**src/sv/bwu_pkg.sv**
```systemverilog
package bwu_pkg;

   localparam int MaxEntriesDefault = 16;
   localparam int NumLists = 4;

   typedef enum logic [2:0] {
      OP_BOUNDARY = 3'd0,
      OP_MEM_READ = 3'd1,
      OP_MEM_WRITE = 3'd2,
      OP_IO = 3'd3,
      OP_TOGGLE = 3'd4,
      OP_SET_STEP = 3'd5,
      OP_STOP_REQ = 3'd6,
      OP_UNUSED = 3'd7
   } opcode_type;

   localparam logic [1:0] LIST_BP = 2'd0;
   localparam logic [1:0] LIST_WW = 2'd1;
   localparam logic [1:0] LIST_RW = 2'd2;
   localparam logic [1:0] LIST_PW = 2'd3;

   localparam logic [1:0] KIND_MEM_READ = 2'd0;
   localparam logic [1:0] KIND_MEM_WRITE = 2'd1;
   localparam logic [1:0] KIND_IO_IN = 2'd2;
   localparam logic [1:0] KIND_IO_OUT = 2'd3;

   localparam logic [1:0] TOG_NONE = 2'd0;
   localparam logic [1:0] TOG_ADDED = 2'd1;
   localparam logic [1:0] TOG_REMOVED = 2'd2;
   localparam logic [1:0] TOG_FULL = 2'd3;

   localparam logic [15:0] ShortPortMax = 16'h00ff;

   // command travelling down the row of cells
   typedef struct packed {
      logic       search;     // compare against this list's entries
      logic       port_mode;  // apply short port matching
      logic [15:0] key;
   } cell_cmd_type;

   // cell edit applied in the update cycle
   typedef struct packed {
      logic       write_en;
      logic [15:0] value;
   } cell_edit_type;

endpackage

```
**src/sv/bwu_cell.sv**
```systemverilog
module bwu_cell (
   input  logic                  clock,
   input  logic                  reset,
   input  logic                  valid_in,
   input  bwu_pkg::cell_cmd_type cmd,
   input  bwu_pkg::cell_edit_type edit,
   output logic                  match,
   output logic [15:0]           entry
);

   logic [15:0] entry_ff, entry_in;

   always_comb begin
      entry_in = entry_ff;
      if (edit.write_en) begin
         entry_in = edit.value;
      end
   end

   always_ff @(posedge clock) begin
      entry_ff <= entry_in;
   end

   always_comb begin
      match = 1'b0;
      if (valid_in && cmd.search) begin
         if (cmd.port_mode && entry_ff <= bwu_pkg::ShortPortMax) begin
            match = (cmd.key[7:0] == entry_ff[7:0]);
         end else begin
            match = (cmd.key == entry_ff);
         end
      end
   end

   assign entry = entry_ff;

   logic unused_reset;
   assign unused_reset = reset;

endmodule

```
**src/sv/bwu_list.sv**
```systemverilog
module bwu_list #(
   parameter int MAX_ENTRIES = bwu_pkg::MaxEntriesDefault
) (
   input  logic                  clock,
   input  logic                  reset,
   input  bwu_pkg::cell_cmd_type cmd,
   input  logic [$clog2(MAX_ENTRIES+1)-1:0] count,
   input  logic                  rm_en,
   input  logic                  add_en,
   input  logic [$clog2(MAX_ENTRIES+1)-1:0] count_after,
   output logic                  hit,
   output logic [$clog2(MAX_ENTRIES+1)-1:0] hit_index
);
   localparam int CW = $clog2(MAX_ENTRIES + 1);

   logic [MAX_ENTRIES-1:0] match_v;
   logic [15:0] entries [MAX_ENTRIES];
   logic [15:0] last_entry;
   bwu_pkg::cell_edit_type edits [MAX_ENTRIES];

   always_comb begin
      last_entry = entries[0];
      for (int i = 0; i < MAX_ENTRIES; i++) begin
         if (CW'(i) == count_after) begin
            last_entry = entries[i];
         end
      end
   end

   genvar g;
   generate
      for (g = 0; g < MAX_ENTRIES; g++) begin : g_cell
         always_comb begin
            edits[g].write_en = 1'b0;
            edits[g].value = cmd.key;
            if (add_en && count == CW'(g)) begin
               edits[g].write_en = 1'b1;
            end
            if (rm_en && hit_index == CW'(g)) begin
               edits[g].write_en = 1'b1;
               edits[g].value = last_entry;
            end
         end
         bwu_cell u_cell (
            .clock    (clock),
            .reset    (reset),
            .valid_in (CW'(g) < count),
            .cmd      (cmd),
            .edit     (edits[g]),
            .match    (match_v[g]),
            .entry    (entries[g])
         );
      end
   endgenerate

   always_comb begin
      hit = |match_v;
      hit_index = '0;
      for (int i = MAX_ENTRIES - 1; i >= 0; i--) begin
         if (match_v[i]) begin
            hit_index = CW'(i);
         end
      end
   end

endmodule

```
**src/sv/breakpoint_watchpoint_unit.sv**
```systemverilog
// breakpoint and watchpoint debug unit
// req channel: one item per debug event (instruction boundary, memory or io
// access, list toggle, step load, stop request); rsp channel: one item per
// request item, carrying stop causes, a delivered watch report and the
// toggle status.
// each of the four address lists is a row of cells; every cell compares
// its entry with the item's address in parallel, and toggle edits write
// one cell (append) or move the last entry into a freed cell (remove).
// the result is registered and appears in the cycle after acceptance.
// throughput: one item per cycle while the receiver takes results; the
// single output register lets a new item in whenever it is empty or
// being drained in the same cycle.
// when the receiver stalls, the result holds and req_tready drops.
// reset clears list counts, pending report, stop request, step counter
// and the output valid flag; list contents are undefined until written.
module breakpoint_watchpoint_unit #(
   parameter int MAX_ENTRIES = bwu_pkg::MaxEntriesDefault
) (
   input  logic        clock,
   input  logic        reset,
   input  logic        req_tvalid,
   output logic        req_tready,
   // opcode[2:0], address[18:3], data[26:19], io_out[27], halted[28],
   // list_select[30:29], step_count[46:31], zero pad[47]
   input  logic [47:0] req_tdata,
   output logic        rsp_tvalid,
   input  logic        rsp_tready,
   // stop[0], breakpoint_hit[1], external_stop[2], step_done[3],
   // watch_fired[4], watch_kind[6:5], watch_address[22:7],
   // watch_data[30:23], toggle_status[32:31], zero pad[39:33]
   output logic [39:0] rsp_tdata
);
   localparam int CW = $clog2(MAX_ENTRIES + 1);

   bwu_pkg::opcode_type opcode;
   logic [15:0] address, step_count;
   logic [7:0]  data;
   logic        io_out, halted;
   logic [1:0]  list_select;

   assign opcode      = bwu_pkg::opcode_type'(req_tdata[2:0]);
   assign address     = req_tdata[18:3];
   assign data        = req_tdata[26:19];
   assign io_out      = req_tdata[27];
   assign halted      = req_tdata[28];
   assign list_select = req_tdata[30:29];
   assign step_count  = req_tdata[46:31];

   logic accept;
   assign req_tready = !rsp_tvalid || rsp_tready;
   assign accept = req_tvalid && req_tready;

   logic [CW-1:0] count_ff [bwu_pkg::NumLists];
   logic [CW-1:0] count_in [bwu_pkg::NumLists];
   logic          pend_valid_ff, pend_valid_in;
   logic [25:0]   pend_ff, pend_in;
   logic          stop_req_ff, stop_req_in;
   logic [15:0]   step_ff, step_in;
   logic          rsp_valid_ff, rsp_valid_in;
   logic [32:0]   rsp_ff, rsp_in;

   logic [3:0]    hit;
   logic [CW-1:0] hit_index [bwu_pkg::NumLists];
   logic [3:0]    rm_en, add_en;
   logic [CW-1:0] count_after [bwu_pkg::NumLists];
   bwu_pkg::cell_cmd_type cmds [bwu_pkg::NumLists];
   logic          is_toggle;

   assign is_toggle = accept && opcode == bwu_pkg::OP_TOGGLE;

   genvar l;
   generate
      for (l = 0; l < bwu_pkg::NumLists; l++) begin : g_list
         always_comb begin
            cmds[l].key = address;
            cmds[l].port_mode = (l == bwu_pkg::LIST_PW) && opcode != bwu_pkg::OP_TOGGLE;
            cmds[l].search = 1'b1;
            rm_en[l] = is_toggle && list_select == 2'(l) && hit[l];
            add_en[l] = is_toggle && list_select == 2'(l) && !hit[l]
                        && count_ff[l] < CW'(MAX_ENTRIES);
            count_after[l] = count_ff[l] - CW'(1);
         end
         bwu_list #(.MAX_ENTRIES(MAX_ENTRIES)) u_list (
            .clock       (clock),
            .reset       (reset),
            .cmd         (cmds[l]),
            .count       (count_ff[l]),
            .rm_en       (rm_en[l]),
            .add_en      (add_en[l]),
            .count_after (count_after[l]),
            .hit         (hit[l]),
            .hit_index   (hit_index[l])
         );
      end
   endgenerate

   always_comb begin
      logic stop, bp, ext, sd, wf;
      logic [1:0] tog;
      logic [25:0] rep;
      stop = 1'b0; bp = 1'b0; ext = 1'b0; sd = 1'b0; wf = 1'b0;
      tog = bwu_pkg::TOG_NONE;
      rep = '0;
      for (int i = 0; i < bwu_pkg::NumLists; i++) begin
         count_in[i] = count_ff[i];
         if (rm_en[i]) count_in[i] = count_after[i];
         if (add_en[i]) count_in[i] = count_ff[i] + CW'(1);
      end
      pend_valid_in = pend_valid_ff;
      pend_in = pend_ff;
      stop_req_in = stop_req_ff;
      step_in = step_ff;
      rsp_valid_in = rsp_valid_ff;
      rsp_in = rsp_ff;
      if (rsp_tready) rsp_valid_in = 1'b0;
      if (accept) begin
         rsp_valid_in = 1'b1;
         case (opcode)
            bwu_pkg::OP_BOUNDARY: begin
               if (!halted && hit[bwu_pkg::LIST_BP]) begin
                  bp = 1'b1;
               end
               if (stop_req_ff) begin
                  ext = 1'b1;
                  stop_req_in = 1'b0;
               end
               if (pend_valid_ff) begin
                  wf = 1'b1;
                  rep = pend_ff;
                  pend_valid_in = 1'b0;
               end
               if (step_ff != 16'd0) begin
                  step_in = step_ff - 16'd1;
                  sd = (step_ff == 16'd1);
               end
               stop = bp || ext || wf || sd;
            end
            bwu_pkg::OP_MEM_READ: begin
               if (!pend_valid_ff && hit[bwu_pkg::LIST_RW]) begin
                  pend_valid_in = 1'b1;
                  pend_in = {bwu_pkg::KIND_MEM_READ, address, data};
               end
            end
            bwu_pkg::OP_MEM_WRITE: begin
               if (!pend_valid_ff && hit[bwu_pkg::LIST_WW]) begin
                  pend_valid_in = 1'b1;
                  pend_in = {bwu_pkg::KIND_MEM_WRITE, address, data};
               end
            end
            bwu_pkg::OP_IO: begin
               if (!pend_valid_ff && hit[bwu_pkg::LIST_PW]) begin
                  pend_valid_in = 1'b1;
                  pend_in = {io_out ? bwu_pkg::KIND_IO_OUT : bwu_pkg::KIND_IO_IN,
                             address, data};
               end
            end
            bwu_pkg::OP_TOGGLE: begin
               if (hit[list_select]) tog = bwu_pkg::TOG_REMOVED;
               else if (count_ff[list_select] >= CW'(MAX_ENTRIES)) tog = bwu_pkg::TOG_FULL;
               else tog = bwu_pkg::TOG_ADDED;
            end
            bwu_pkg::OP_SET_STEP: begin
               step_in = (step_count == 16'd0) ? 16'd1 : step_count;
            end
            bwu_pkg::OP_STOP_REQ: begin
               stop_req_in = 1'b1;
            end
            default: begin
            end
         endcase
         rsp_in = {tog, rep[7:0], rep[23:8], rep[25:24], wf, sd, ext, bp, stop};
      end
   end

   always_ff @(posedge clock) begin
      if (reset) begin
         for (int i = 0; i < bwu_pkg::NumLists; i++) count_ff[i] <= '0;
         pend_valid_ff <= 1'b0;
         pend_ff <= '0;
         stop_req_ff <= 1'b0;
         step_ff <= '0;
         rsp_valid_ff <= 1'b0;
      end else begin
         count_ff <= count_in;
         pend_valid_ff <= pend_valid_in;
         pend_ff <= pend_in;
         stop_req_ff <= stop_req_in;
         step_ff <= step_in;
         rsp_valid_ff <= rsp_valid_in;
      end
      rsp_ff <= rsp_in;
   end

   assign rsp_tvalid = rsp_valid_ff;
   assign rsp_tdata = {7'd0, rsp_ff};

`ifndef SYNTH
   a_count_range: assert property (@(posedge clock) disable iff (reset)
      count_ff[0] <= CW'(MAX_ENTRIES) && count_ff[3] <= CW'(MAX_ENTRIES))
      else $error("list count beyond depth");
   a_rsp_hold: assert property (@(posedge clock) disable iff (reset)
      rsp_tvalid && !rsp_tready |=> rsp_tvalid && $stable(rsp_tdata))
      else $error("stalled result changed");
   a_accept_out: assert property (@(posedge clock) disable iff (reset)
      accept |=> rsp_tvalid)
      else $error("accepted item produced no result");
   a_pend_clear: assert property (@(posedge clock) disable iff (reset)
      accept && opcode == bwu_pkg::OP_BOUNDARY |=> !pend_valid_ff)
      else $error("pending report survived a boundary");
`endif

endmodule

```
**config.mk**
```make
export PLATFORM = sky130hd
export DESIGN_NAME = breakpoint_watchpoint_unit
export DESIGN_NICKNAME = d
export VERILOG_FILES = /design/src/sv/bwu_pkg.sv /design/src/sv/bwu_cell.sv /design/src/sv/bwu_list.sv /design/src/sv/breakpoint_watchpoint_unit.sv
export SDC_FILE = /design/constraint.sdc
export NUM_CORES = 2
export LEC_CHECK = 0
export BUFFER_PORTS_ARGS = -buffer_cell sky130_fd_sc_hd__clkbuf_2
export CAP_MARGIN = 20
export CORE_MARGIN = 2
export CORE_UTILIZATION = 34
export CTS_BUF_LIST = sky130_fd_sc_hd__clkbuf_16
export DETAILED_ROUTE_END_ITERATION = 8
export PLACE_DENSITY = 0.59
export SETUP_SLACK_MARGIN = 0.1
export SYNTH_ARGS = -nofsm -noshare
export SYNTH_HDL_FRONTEND = slang
export SYNTH_HIERARCHICAL = 1
export SYNTH_SLANG_ARGS = --single-unit
```
**constraint.sdc**
```tcl
create_clock -name clock -period 16.1 [get_ports clock]
set_clock_uncertainty 0.2 [all_clocks]
set_input_delay 3.22 -clock clock [delete_from_list [all_inputs] [get_ports clock]]
set_output_delay 3.22 -clock clock [all_outputs]
set_load 0.005 [all_outputs]
```
Word level (Yosys, flattened, before mapping)
Index checks and enable logic that the tools add are counted.

word-level totals
  flip-flop bits (word level) = 1122
  input bits = 52
  bits in writable memories = 0
  output and inout bits = 42
  word-level logic and storage cells = 1032
  memories kept = 0
  bits in latches = 0
  bits in read-only memories = 0

operators by class
  shift-type cells = 0
  multipliers = 0
  bitwise operators = 2
  add/sub/neg operators = 9
  $lt $le $gt $ge = 87
  div/mod/pow operators = 0
  reductions and logical operators = 208
  eq/ne operators = 275
  multiplexer cells = 374

operators by type and width
  operator               count
  $mux W17               64
  $eq A16 B16 Y1         64
  $mux W16               62
  $le A16 B8 Y1 const B  16
  $mux W4                64
  $logic_and A1 B1 Y1    166
  $mux W1                163
  $eq A4 B5 Y1 const A   32
  $eq A5 B4 Y1 const B   32
  $lt A4 B5 Y1 const A   32
  $eq A4 B4 Y1 const B   32
  $eq A8 B8 Y1           16
  $eq A3 B5 Y1 const A   16
  $eq A5 B3 Y1 const B   16
  $lt A3 B5 Y1 const A   16
  $mux W26               3
  $pmux W26 S3           1
  $eq A4 B3 Y1 const B   16
  $reduce_or A16 Y1      4
  $mux W5                10
  $eq A2 B5 Y1 const A   8
  $eq A5 B2 Y1 const B   8
  $logic_not A5 Y1       8
  $lt A1 B5 Y1 const A   8
  41 further kinds       98

Longest topological paths before layout
  depth in word-level cells = 23
  depth in mapped cells = 19
  depth with buffers taken out = 16

Modules after synthesis
Netlist, hierarchy kept.

by module, submodules not included
  module                           cells an instance  area an instance (sq um)  times used  sequential area each (sq um)
  bwu_cell                         42                 688.2                     64          480.5
  bwu_list (g_list[0].u_list ...)  1264               6645.1                    3           0.0
  bwu_list (g_list[3].u_list)      937                7216.9                    1           0.0
  breakpoint_watchpoint_unit       543                5064.9                    1           2292.2

Least setup slack after synthesis
No wires, ideal clock.

  path type = in2reg
  start point = in req_tdata[13]
  end point = reg g_list[1].u_list.g_cell[11].u_cell.entry_ff[0] (enable)
  path buffers = 1
  slack = 8.199 ns
  stages on the path = 11
  arrival time = 7.265 ns
  setup time = 0.435 ns
  required time = 15.465 ns
  cells stage by stage = xor2_1 > nor4_1 > nand2_1 > a2111oi_2 > nor4_1 > nand4_1 > buf_2 > or4b_1 > nor4_2 > nand2_1 > o41ai_1

RTL lines
  item                  line                              RTL
  start, declared       breakpoint_watchpoint_unit.sv:25  input logic [47:0] req_tdata,
  end signal, assigned  bwu_cell.sv:21                    entry_ff <= entry_in;
  end, declared         bwu_cell.sv:11                    logic [15:0] entry_ff, entry_in;

==> out/qor.yml <==
pwr:
  leakagePower_nw: 29.1
  ir_drop_mv: 0.121
  pwr_density_cell_nw_per_um2: 80.8
  power_mw: 6.88
setup_path:
  max_stage_delay_ns: 0.98
  critical_path_class: "in -> reg"
  startpoint_type: "input pin"
  end_kind: "flip-flop"
  cp_data_arrival_time_ns: 9.68
  critical_path.max_fanout: 47
  slowest_stage: "a2111oi_2"
  worstPathCellList: "clkbuf_8 -> buf_4 -> xor2_1 -> nor4_1 -> nand2_1 -> a2111oi_2 -> nor4_1 -> nand4_1 -> nor3b_1 -> and4_1 -> nand3_1 -> or2_1 -> or3_1 -> nand2_1"
  required_ns: 16.35
run:
  max_cap_viol_count: 0
final_layout:
  finalNetCount: 8010
  regArea_sq_um: 33000
  syn2layout_area_growth_pct: 11.8
  multiInputGateArea_sq_um: 41000
  fin_area_sq_um: 85200
  drive_gt1_share_pct: 13.5
  fill_cells: 22152
floorplan:
  die_area_sq_um: 228000
  die_h_um: 477
  die_w_um: 477
  start_util_pct: 34.2
  rows: 173
  coreArea_sq_um: 223000
  io_pins: 94
yosys:
  synth_area_per_cell_sq_um: 9.59
  synthCells: 7936
  synth_warnings: 6
  syn_area_sq_um: 76100
global_route:
  grt_pass1_vias: 63406
  grt_use_met3_pct: 4.84
  grt_pass1_wl_mm: 480
  grt.busiest_layer: "met2"
  grt_usage_pct: 28.8
  use_met2_pct: 45.0
  grt_max_degree: 90
  antenna_found_initial: 24
  grt_overflow_total: 0
  use_met1_pct: 38.0
outcome:
  violations: "slew limit"
  status: "complete, but fails checks"
placed_design:
  port_buffers: 85
  hpwl_mm: 241
  place_area_sq_um: 80500
  gp_congestion: 1.01
clocking:
  clk_pin_slew_ns: 0.06
  cts_buffers: 131
  cts_tree: "built"
  cts.sink_count: 1122
  cts_buffer_depth: 3
  clockRootBuffer: "clkbuf_16"
  postCtsSetupBuffers: 0
  cts-resized-gates: 0
  holdBufCountCts: 0
  htreeDepth: 4
  insertion_delay_ns: 0.84
drt:
  drt-initial-drc-count: 9052
  vias: 67414
  drc_errors: 0
  routed_wl_mm: 341
  wire_per_inst_um: 30.8
  first_pass_iters: 7
  viasPerCell: 6.10
  ant_nets: 0
timing:
  setup-violations-final: 0
  hold_viol: 0
  fin_setup_tns_ns: 0
  period_share_pct: 58.6
  worst_pin_slew_ns: 1.53
  final_max_slew_viol_count: 16
  rsz0062_at_grt: "false"
  worst_hold_slack_ns: 0.276
  period_needed_ns: 9.43
  slew_headroom_pct: -2.07
  clock.fmax_mhz: 106
worst_hold_path:
  worstHoldPathType: "reg -> reg"
## critical path, delay by kind of cell
family / cells / cell delay (ns)
buffers and inverters: 2 / 0.96
XOR/XNOR: 1 / 0.14
AND/OR/NAND/NOR: 10 / 4.23
AO/OA/AOI/OAI: 1 / 0.98
## per-stage QoR
step	instances	setup WS [ns]	util [%]
after floorplan	8053	8.28	-
after global placement	10766	5.75	36.2
after detailed placement	10771	5.77	36.2
after CTS	11012	6.63	38.1
after global routing	11047	6.28	38.3
final	11050	6.67	38.3
## registers in the layout, summed over array words and instances, names as in the netlist
register / flops
count_ff: 20
g_list.u_list/g_cell.u_cell/entry: 1024
pend_ff: 26
pend_valid_ff: 1
rsp_ff: 33
rsp_tvalid: 1
step_ff: 16
stop_req_ff: 1
## layer usage
metal,vias to the layer above,part of all wire [%]
li1,29281,-
met2,4014,45
met4,6,5.7
met5,-,0.012
met3,793,9.2
met1,33320,40
## power by group
part | switching (mW) | internal [mW] | total (mW)
Clock | 1.34 | 1.72 | 3.07
Sequential | 0.00701 | 3.20 | 3.20
Combinational | 0.410 | 0.197 | 0.607
## worst paths after layout
check                startpoint                                    endpoint  slack, ns  cells past startpoint
hold reg to reg     step_ff[11]                                 step_ff[11]       0.28                      2
setup reg to reg   count_ff[19]  g_list[0].u_list/g_cell[9].u_cell/entry[8]       9.02                     14
hold / removal      step_ff[11]                                 step_ff[11]       0.28                      2
setup / recovery  req_tdata[16]  g_list[0].u_list/g_cell[9].u_cell/entry[8]       6.67                     14
## area by class of cell
class                      instances  share of cell area (%)
timing repair buffer             341                    3.22
antenna                           19                  0.0558
clock buffer                     135                    3.97
tap                             2975                    4.37
clock inverter                   106                    1.04
multi-input combinational       6262                    48.1
inverter                          90                   0.397
sequential                      1122                    38.8
## cell usage in the layout (no fill, tap or decap), drive strengths merged, types with 57 or more instances in the layout
| cell type | n |
|---|---|
| nor4 | 235 |
| nand4 | 73 |
| mux2 | 275 |
| mux2i | 110 |
| nor3 | 192 |
| a2111oi | 78 |
| buf | 254 |
| a22oi | 69 |
| o21ai | 923 |
| xor2 | 524 |
| nand3 | 203 |
| a21oi | 423 |
| dfxtp | 65 |
| nor2 | 407 |
| xnor2 | 522 |
| inv | 119 |
| edfxtp | 1057 |
| nand4b | 69 |
| nand2b | 94 |
| clkinv | 57 |
| conb | 119 |
| clkbuf | 222 |
| nand2 | 1062 |
(Power assumes the default switching activity.)
